File: config.mk
export PLATFORM = sky130hd
export DESIGN_NAME = firmware_chunk_framer_core
export DESIGN_NICKNAME = d
export VERILOG_FILES = /design/src/hw/rtl/fcf_pkg.sv /design/src/hw/rtl/fcf_add.sv /design/src/hw/rtl/fcf_mem.sv /design/src/hw/rtl/fcf_ctrl.sv /design/src/hw/rtl/firmware_chunk_framer_core.sv
export SDC_FILE = /design/constraint.sdc
export NUM_CORES = 1
export LEC_CHECK = 0
export CAP_MARGIN = 20
export CORE_AREA = 2 2 228 230
export DETAILED_ROUTE_END_ITERATION = 8
export DIE_AREA = 0 0 230 232
export DONT_BUFFER_PORTS = 1
export PLACE_DENSITY = 0.62
export SLEW_MARGIN = 20
export SYNTH_ARGS = -nofsm -noshare
export SYNTH_HDL_FRONTEND = slang
export SYNTH_SLANG_ARGS = --single-unit
File: constraint.sdc
create_clock -name clk -period 4.05 [get_ports clk]
set_input_delay 0.405 -clock clk [delete_from_list [all_inputs] [get_ports clk]]
set_output_delay 0.405 -clock clk [all_outputs]
set_load 0.01 [all_outputs]
File: src/hw/rtl/fcf_pkg.sv
// ----------------------------------------------------------------------------
// Firmware chunk framer: package
// Shared widths, constants, sequencer state and control struct.
// ----------------------------------------------------------------------------
package fcf_pkg;

  localparam int MAX_CHUNK_DEF = 50;
  localparam int BYTE_W        = 8;
  localparam int FILL_W        = 6;
  localparam int IMG_W         = 7;

  localparam logic [BYTE_W-1:0] LAST_FLAG   = 8'h80;
  localparam logic [IMG_W-1:0]  IMG_NUM_RST = 7'd1;

  typedef enum logic [2:0] {
    ST_IDLE,
    ST_ACC,
    ST_HDR,
    ST_LEN,
    ST_PAY,
    ST_CHK
  } state_t;

  // operand selection for the shared adder
  typedef enum logic [1:0] {
    ADD_FILL,
    ADD_SUM,
    ADD_IDX
  } add_sel_t;

  typedef struct packed {
    logic     take;
    logic     acc_en;
    logic     hdr_ld;
    logic     len_ld;
    logic     pay_ld;
    logic     chk_ld;
    add_sel_t add_sel;
  } ctrl_t;

endpackage

File: src/hw/rtl/fcf_add.sv
// ----------------------------------------------------------------------------
// Firmware chunk framer: shared adder
// 8-bit wrapping adder used for fill count, checksum and read index.
// ----------------------------------------------------------------------------
module fcf_add (
  input  logic [fcf_pkg::BYTE_W-1:0] a,
  input  logic [fcf_pkg::BYTE_W-1:0] b,
  output logic [fcf_pkg::BYTE_W-1:0] y
);
  import fcf_pkg::*;

  assign y = a + b;

endmodule

File: src/hw/rtl/fcf_mem.sv
// ----------------------------------------------------------------------------
// Firmware chunk framer: chunk store
// Single write port, single registered read port payload memory.
// ----------------------------------------------------------------------------
module fcf_mem #(
  parameter int DEPTH = fcf_pkg::MAX_CHUNK_DEF,
  parameter int AW    = (DEPTH > 1) ? $clog2(DEPTH) : 1
) (
  input  logic                       clk,
  input  logic                       wr_en,
  input  logic [AW-1:0]              wr_addr,
  input  logic [fcf_pkg::BYTE_W-1:0] wr_data,
  input  logic [AW-1:0]              rd_addr,
  output logic [fcf_pkg::BYTE_W-1:0] rd_data
);
  import fcf_pkg::*;

  logic [BYTE_W-1:0] mem_r [DEPTH];
  logic [BYTE_W-1:0] rd_data_r;

  always_ff @(posedge clk) begin
    if (wr_en) begin
      mem_r[wr_addr] <= wr_data;
    end
  end

  always_ff @(posedge clk) begin
    rd_data_r <= mem_r[rd_addr];
  end

  assign rd_data = rd_data_r;

endmodule

File: src/hw/rtl/fcf_ctrl.sv
// ----------------------------------------------------------------------------
// Firmware chunk framer: sequencer
// Steps accumulation and packet drain, steering the shared adder.
// ----------------------------------------------------------------------------
module fcf_ctrl (
  input  logic           clk,
  input  logic           rst_n,
  input  logic           in_valid,
  input  logic           out_free,
  input  logic           close,
  input  logic           pay_last,
  output logic           in_ready,
  output fcf_pkg::ctrl_t ctrl
);
  import fcf_pkg::*;

  state_t state_r;
  state_t state_nxt;

  always_ff @(posedge clk) begin
    if (!rst_n) begin
      state_r <= ST_IDLE;
    end else begin
      state_r <= state_nxt;
    end
  end

  always_comb begin
    state_nxt = state_r;
    case (state_r)
      ST_IDLE: if (in_valid) state_nxt = ST_ACC;
      ST_ACC:  state_nxt = close ? ST_HDR : ST_IDLE;
      ST_HDR:  if (out_free) state_nxt = ST_LEN;
      ST_LEN:  if (out_free) state_nxt = ST_PAY;
      ST_PAY:  if (out_free && pay_last) state_nxt = ST_CHK;
      ST_CHK:  if (out_free) state_nxt = ST_IDLE;
      default: state_nxt = ST_IDLE;
    endcase
  end

  always_comb begin
    in_ready     = 1'b0;
    ctrl         = '0;
    ctrl.add_sel = ADD_FILL;
    case (state_r)
      ST_IDLE: begin
        in_ready  = 1'b1;
        ctrl.take = in_valid;
      end
      ST_ACC: begin
        ctrl.add_sel = ADD_SUM;
        ctrl.acc_en  = 1'b1;
      end
      ST_HDR:  ctrl.hdr_ld = out_free;
      ST_LEN:  ctrl.len_ld = out_free;
      ST_PAY: begin
        ctrl.add_sel = ADD_IDX;
        ctrl.pay_ld  = out_free;
      end
      ST_CHK:  ctrl.chk_ld = out_free;
      default: ;
    endcase
  end

endmodule

File: src/hw/rtl/firmware_chunk_framer_core.sv
// ----------------------------------------------------------------------------
// Firmware chunk framer
// Gathers image bytes into chunks and sends each as a framed packet.
// ----------------------------------------------------------------------------
// Input stream: one image byte per transfer in in_tdata, in_tlast on the
// image's last byte. Output stream: packet bytes (header, length minus one,
// payload, 8-bit checksum), out_tlast on the checksum byte.
// Each input byte has an accept cycle (fill count update through the shared
// adder) followed by an accumulate cycle (checksum through the same adder);
// in_tready is low in the accumulate cycle.
// When a byte fills the chunk or ends the image, the header is loaded after
// that byte's accumulate cycle, then one packet byte per cycle while
// out_tready is high: n + 3 bytes for an n-byte chunk, paced by the single
// output register. Input is held off until the checksum byte is loaded.
// A stalled receiver simply freezes the drain; the output register holds.
// Reset clears fill count, checksum and sequencer, sets image number to 1;
// the chunk store is not cleared and needs no clearing pass.
// cfg_wr_en writes the image number (bits 6..0 of cfg_wr_data); write only
// while idle.
// ----------------------------------------------------------------------------
module firmware_chunk_framer_core #(
  parameter int MAX_CHUNK = fcf_pkg::MAX_CHUNK_DEF
) (
  input  logic                       clk,
  input  logic                       rst_n,
  input  logic                       cfg_wr_en,
  input  logic [fcf_pkg::IMG_W-1:0]  cfg_wr_data,  // image_number
  input  logic                       in_tvalid,
  output logic                       in_tready,
  input  logic [fcf_pkg::BYTE_W-1:0] in_tdata,     // fw_byte
  input  logic                       in_tlast,     // image_end
  output logic                       out_tvalid,
  input  logic                       out_tready,
  output logic [fcf_pkg::BYTE_W-1:0] out_tdata,    // out_byte
  output logic                       out_tlast     // packet_end
);
  import fcf_pkg::*;

  localparam int AW = (MAX_CHUNK > 1) ? $clog2(MAX_CHUNK) : 1;

  ctrl_t             ctrl;
  logic              out_free;
  logic              close;
  logic              pay_last;

  logic [IMG_W-1:0]  img_r;
  logic [BYTE_W-1:0] byte_r;
  logic              end_r;
  logic [FILL_W-1:0] fill_r, fill_nxt;
  logic [BYTE_W-1:0] sum_r, sum_nxt;
  logic [FILL_W-1:0] idx_r, idx_nxt;
  logic              out_valid_r, out_valid_nxt;
  logic [BYTE_W-1:0] out_data_r, out_data_nxt;
  logic              out_last_r, out_last_nxt;

  logic [BYTE_W-1:0] add_a, add_b, add_y;
  logic [BYTE_W-1:0] rd_data;

  assign out_free = !out_valid_r || out_tready;
  assign close    = end_r || (fill_r == FILL_W'(MAX_CHUNK));
  assign pay_last = (add_y[FILL_W-1:0] == fill_r);

  fcf_ctrl u_ctrl (
    .clk      (clk),
    .rst_n    (rst_n),
    .in_valid (in_tvalid),
    .out_free (out_free),
    .close    (close),
    .pay_last (pay_last),
    .in_ready (in_tready),
    .ctrl     (ctrl)
  );

  always_comb begin
    case (ctrl.add_sel)
      ADD_SUM: begin
        add_a = sum_r;
        add_b = byte_r;
      end
      ADD_IDX: begin
        add_a = BYTE_W'(idx_r);
        add_b = BYTE_W'(1);
      end
      default: begin
        add_a = BYTE_W'(fill_r);
        add_b = BYTE_W'(1);
      end
    endcase
  end

  fcf_add u_add (
    .a (add_a),
    .b (add_b),
    .y (add_y)
  );

  // read address runs one step ahead so payload can leave every cycle while the output is not stalled
  fcf_mem #(
    .DEPTH (MAX_CHUNK),
    .AW    (AW)
  ) u_mem (
    .clk     (clk),
    .wr_en   (ctrl.take),
    .wr_addr (fill_r[AW-1:0]),
    .wr_data (in_tdata),
    .rd_addr (idx_nxt[AW-1:0]),
    .rd_data (rd_data)
  );

  always_comb begin
    fill_nxt = fill_r;
    sum_nxt  = sum_r;
    idx_nxt  = idx_r;
    if (ctrl.take) fill_nxt = add_y[FILL_W-1:0];
    if (ctrl.acc_en) sum_nxt = add_y;
    if (ctrl.pay_ld) idx_nxt = pay_last ? '0 : add_y[FILL_W-1:0];
    if (ctrl.chk_ld) begin
      fill_nxt = '0;
      sum_nxt  = '0;
    end
  end

  always_comb begin
    out_valid_nxt = out_valid_r && !out_tready;
    out_data_nxt  = out_data_r;
    out_last_nxt  = out_last_r;
    if (ctrl.hdr_ld) begin
      out_valid_nxt = 1'b1;
      out_data_nxt  = BYTE_W'(img_r) | (end_r ? LAST_FLAG : '0);
      out_last_nxt  = 1'b0;
    end else if (ctrl.len_ld) begin
      out_valid_nxt = 1'b1;
      out_data_nxt  = BYTE_W'(fill_r - FILL_W'(1));
      out_last_nxt  = 1'b0;
    end else if (ctrl.pay_ld) begin
      out_valid_nxt = 1'b1;
      out_data_nxt  = rd_data;
      out_last_nxt  = 1'b0;
    end else if (ctrl.chk_ld) begin
      out_valid_nxt = 1'b1;
      out_data_nxt  = sum_r;
      out_last_nxt  = 1'b1;
    end
  end

  always_ff @(posedge clk) begin
    if (!rst_n) begin
      img_r       <= IMG_NUM_RST;
      fill_r      <= '0;
      sum_r       <= '0;
      idx_r       <= '0;
      out_valid_r <= 1'b0;
    end else begin
      if (cfg_wr_en) img_r <= cfg_wr_data;
      fill_r      <= fill_nxt;
      sum_r       <= sum_nxt;
      idx_r       <= idx_nxt;
      out_valid_r <= out_valid_nxt;
    end
  end

  always_ff @(posedge clk) begin
    if (ctrl.take) begin
      byte_r <= in_tdata;
      end_r  <= in_tlast;
    end
    out_data_r <= out_data_nxt;
    out_last_r <= out_last_nxt;
  end

  assign out_tvalid = out_valid_r;
  assign out_tdata  = out_data_r;
  assign out_tlast  = out_last_r;

endmodule

Word-level counts from Yosys, hierarchy flattened
Memory sizes are Yosys's and may differ from the RTL's. A register that Yosys moved wholly into a read port is not among the register bits.
Index checks and enable logic that the tools add are counted.

storage, ports and cells
  register bits after elaboration = 49
  bits in latches = 0
  memory bits (writable) = 400
  bits in read-only memories = 0
  input bits = 21
  output and inout bits = 11
  logic and storage cells = 70
  memories = 1

cells by class
  $add $sub $neg = 2
  multipliers = 0
  divide/modulo/power cells = 0
  order comparisons = 0
  equality and inequality tests = 14
  shift operators = 0
  muxes and demuxes = 30
  bitwise gates (word level) = 2
  reduce and logical (&&, ||, !) cells = 11

memories
  memory       depth  width  rd ports  clocked after memory_dff  write ports  RTL line       RTL
  u_mem.mem_r  50     8      1         1                         1            fcf_mem.sv:18  logic [BYTE_W-1:0] mem_r [DEPTH];

operators with widths
  cell                   number
  $mux W8                6
  $pmux W3 S6            1
  $pmux W8 S2            1
  $mux W3                5
  $mux W1                13
  $mux W6                2
  $add A8 B8 Y8          1
  $ne A2 B1 Y1 const B   4
  $or A7 B8 Y8           1
  $sub A6 B1 Y7 const B  1
  $eq A3 B2 Y1 const B   2
  $eq A3 B3 Y1 const B   2
  $eq A6 B6 Y1           1
  $eq A6 B6 Y1 const B   1
  $reduce_and A5 Y1      1
  $pmux W2 S2            1
  $reduce_bool A4 Y1     1
  $eq A3 B1 Y1 const B   1
  $logic_not A3 Y1       1
  $reduce_or A3 Y1       1
  $eq A2 B1 Y1 const B   1
  $eq A2 B2 Y1 const B   1
  $logic_and A1 B1 Y1    2
  $logic_not A1 Y1       2
  5 further kinds        6

Logic depth before layout (Yosys ltp)
  depth in word-level cells = 9
  gate-level depth with buffers = 23
  depth with buffers taken out = 17

By module
Synthesis repeated with hierarchy kept, for this count alone.

unflattened totals
  cells, all modules = 1220
  area total of the unflattened synthesis = 19172.1 um2

by module, submodules not included
  module                      times used  cells each  area each (um2)  seq. area each (um2)
  fcf_mem                     1           905         16140.5          12171.7
  firmware_chunk_framer_core  1           242         2452.4           1091.0
  fcf_add                     1           42          331.6            0.0
  fcf_ctrl                    1           31          247.7            60.1

Worst setup path before layout
Ideal clock, no wire load.

  path type = register -> register
  start = register u_ctrl.state_r[0]
  end = register u_mem.rd_data_r[3] (netlist: u_mem.rd_data[3]) (read register of u_mem.mem_r)
  library setup time = 0.128 ns
  arrival = 3.935 ns
  data required time = 3.922 ns
  path slack = -0.013 ns
  cell stages (with the launch flop) = 23
  path buffers = 6
  clock period less this slack = 4.063 ns
  cell sequence = dfxtp_1 > buf_2 > nand2b_1 > clkbuf_1 > o22ai_1 > nor2_1 > a21oi_1 > a21oi_1 > ha_1 > fa_1 > a21o_1 > a21oi_2 > xnor3_1 > nor3_4 > buf_6 > a31o_1 > buf_4 > buf_6 > buf_6 > mux2i_1 > o221ai_1 > o21ai_0 > o22ai_2

between the ends
  cells in the longest elaborated chain, start to end = 8
  elaborated cells between the ends (all ways) = 12
  those cells by class = add/sub (1); eq/ne (5); mux (6)

RTL lines
  item                                                 RTL line                           RTL
  start: declaration                                   fcf_ctrl.sv:17                     state_t state_r;
  start signal: assignment                             fcf_ctrl.sv:24                     state_r <= state_nxt;
  $eq A3 B3 Y1 / $eq A3 B1 Y1 (equally long branches)  fcf_ctrl.sv:45                     case (state_r)
  $pmux W2 S2                                          fcf_ctrl.sv:45
  $eq A2 B2 Y1 / $eq A2 B1 Y1 (equally long branches)  firmware_chunk_framer_core.sv:75   case (ctrl.add_sel)
  $pmux W8 S2 / $mux W8 (equally long branches)        firmware_chunk_framer_core.sv:75
  $add A8 B8 Y8                                        fcf_add.sv:12                      assign y = a + b;
  $eq A6 B6 Y1                                         firmware_chunk_framer_core.sv:61   assign pay_last = (add_y[FILL_W-1:0] == fill_r);
  $mux W6                                              firmware_chunk_framer_core.sv:116  if (ctrl.pay_ld) idx_nxt = pay_last ? '0 : add_y[FILL_W-1:0];
  $mux W6 *                                            firmware_chunk_framer_core.sv:116
  end: declaration                                     fcf_mem.sv:19                      logic [BYTE_W-1:0] rd_data_r;

Every way passes the cells marked *; elsewhere a longest branch is shown, timed or not.
A chain may end at the register's enable or synchronous reset.

Final worst setup path
  start = register u_ctrl.state_r[1]
  end = register u_mem.rd_data_r[4] (netlist: u_mem.rd_data[4]) (read register of u_mem.mem_r)

The elaborated chain is that of the path after synthesis.

==> metrics <==
first-pass GRT wire length roughly 75000 um; Leakage roughly 8.1 nW; routed via count between 10000 and 15000; Max Fclk approximately 0.25 GHz; final instance area between 20000 and 25000 um2; Fin Setup TNS 0 ps; fill count between 4000 and 5000; total CTS buffers 49; root buffer cell clkbuf_16; DRC Markers 0; Worst Clk Skew ~21 ps; area grow syn2layout 20.7%; Synth Instances roughly 1400; Initial Utilization between 30 and 40%; register area share after synthesis a little over two thirds; initial antenna violation count 0; FFs w/ async S/R, synth 0%; Vias per Instance ~5.4; Synth Flop Type edfxtp_1; Slew headroom 43.4%; Core Region roughly 51000 um2; I/O pin count 32; max_cap viols 0; die width between 200 and 250 um; post-synthesis cell type count 67; final setup vio count 0; crit end category register; Antenna diodes 0; grt total ovfl 0; Pins Over Slew Limit 0; routability-driven placement congestion ratio approximately 0.93; Power Density approximately 480 nW/um2; Synthesis Warnings 0; DP Worst Slack -102 ps; Die Area roughly 53000 um2; worst vdd ir around 0.29 mV; CTS HTree Levels 2; EDFF count, synth 417; Clock Sinks around 460; status completed; CP required around 4600 ps; Final Non-Filler Cells 2260; CTS tree done; clock-pin slew on the worst setup and hold paths approximately 60 ps; DP Cell Count between 2000 and 2500; setup ws final approximately 23 ps; die height ~230 um; Avg Inst Size Synth ~14 um2; WL final approximately 50000 um; Critical Path Start Type register; worst hold slack 182 ps; Area after DPL 20900 um2; area of the multi-input gates 5540 um2; total global-route track usage between 10% and 20%; # rows 83; Worst-Margin Slew 846 ps; Seq. cell area 13300 um2; Cell Area, Synth between 15000 and 20000 um2; Tmin final 4030 ps; Syn Nets between 1000 and 1500; WS Path Type reg2reg; later-pin clock latency in the skew report approximately 600 ps; IO buf count 0; Synth Register Bits between 400 and 500; detailed-placement wirelength estimate 32100 um; antenna-violating nets left 0; DRT Pass-1 Iters 6; RSZ-0062 raised after global routing yes; Max Fanout on Critical Path 8; vias in the first global route approximately 12000; Avg WL per Cell around 22 um; endpoints failing hold 0; period utilization 99.4%; Final #Nets ~1600; largest net degree at the start of global routing between 50 and 60; Max Root-Sink Buffers 3; share of layout cells above drive strength 1 20.3%; initial DRC count 1192; Data arrival, critical path ~4500 ps; Hold Path Class in2reg
[Yosys cell counts, types with 7 or more instances]
library cell	instances	area share, %
mux2_2	21	1.2
buf_6	8	0.47
xnor2_1	13	0.59
a221oi_1	8	0.37
nand2_1	196	3.8
a21oi_1	51	1.3
a21o_1	9	0.35
mux4_2	8	0.94
inv_1	11	0.22
a21boi_0	7	0.27
o221ai_1	7	0.32
nand4_1	8	0.26
edfxtp_1	417	65
a22oi_1	15	0.59
nor2_1	97	1.9
and2_1	9	0.29
nor3_1	14	0.37
mux2i_1	106	5.5
a211o_1	14	0.64
o21ai_0	30	0.78
buf_2	19	0.50
buf_4	7	0.27
dfxtp_1	40	4.2
clkbuf_1	34	0.67
a31oi_1	32	1.0
o211ai_1	15	0.59
nand3_1	76	2.0
o22ai_1	25	0.82
ha_1	9	0.59
[cells in the final DEF, fill, tap and decap left out, drive strengths merged, types with 4 or more instances in the layout]
master       netlist  routed
xnor2             14      14
o21bai             4       4
a22oi             15      15
clkbuf            35      73
a211o             14      14
o22ai             28      28
nand3             77      77
nand4              8       8
dfxtp             40      40
or3                4       4
and2              10      10
buf               43     170
o221ai             7       7
o21ai             36      36
inv               11      12
ha                 9       9
a21boi             9       9
nor2              97      97
a211oi             4       4
mux4               8       8
dlygate4sd3        0      15
a31oi             35      35
a21o               9       9
nand2            196     196
o211ai            15      15
a21oi             54      54
nor3              16      16
mux2              21      22
edfxtp           417     417
a221oi             8       8
mux2i            106     106
clkinv             0      15
[cell families after synthesis]
logic type	synth area share (%)
flops	69.5
compound gates	8.72
simple gates	9.60
mux	7.71
xor+xnor	1.11
fa+ha+maj	0.692
buf+inv	2.61
[worst max-delay path, stage by stage (launching register included)]
cell      delay (ps)
dfxtp_2          320
nand2b_4         150
or3_1            320
ha_2             210
fa_2             430
a21o_1           200
a21oi_2          170
xnor3_1          270
nor3_4           180
buf_12           150
a31oi_4          110
buf_12           190
buf_12           140
buf_12           140
mux2i_1          110
mux2_4           270
a22oi_2          150
nand4_1          220
o22ai_1          190
[layout make-up]
type,count,share of cell area [%]
clock inverters,18,0.617
repair buffers,186,8.13
clock buffers,72,5.80
well taps,680,3.68
multi-input cells,836,24.0
flip-flops and latches,457,57.6
inverters,11,0.179
[metal layers]
layer	vias to the layer above	GRT usage, %	wire (um)
met4	0	7.78	1900
met1	6052	25.0	21200
met5	-	0	0
met3	107	3.32	3780
li1	5565	-	-
met2	454	30.6	23600
[where the power goes]
group          switching (W)  internal (W)  leakage [nW]  total, W
logic               0.000881      0.000641          3.30   0.00152
registers          0.0000900       0.00527          4.09   0.00536
clock network        0.00179       0.00236         0.716   0.00416
total                0.00277       0.00828          8.11    0.0110
[sequential cells by signal, summed over array words and instances (netlist names)]
signal          flops
end_r               1
byte_r              8
out_tdata           8
u_mem.rd_data       8
idx_r               6
sum_r               8
fill_r              6
out_tvalid          1
img_r               7
u_ctrl.state_r      3
u_mem.mem_r       400
out_tlast           1
[final timing paths]
path                startpoint  slack, ps               end  cells past startpoint
max          u_ctrl.state_r[1]         20  u_mem.rd_data[4]                     18
min                 out_tready        180         out_tlast                      3
max reg2reg  u_ctrl.state_r[1]         20  u_mem.rd_data[4]                     18
min reg2reg           sum_r[1]        510          sum_r[1]                      2
[stage by stage]
stage                     util, %  power [W]
final                        45.5     0.0110
after global routing         45.5     0.0114
after CTS                    45.0     0.0111
after detailed placement     41.1    0.00674
after global placement       41.1    0.00673
after floorplan                 -    0.00621
[what timing repair did]
item,CTS,global route
endpoints found under the setup margin,8,8
setup buffers,3,5
resized for setup,20,31
pin swaps,13,17
hold buffers,23,0
endpoints found under the hold margin,417,0
gates cloned,1,2
Power figures use the tool's default switching activity.
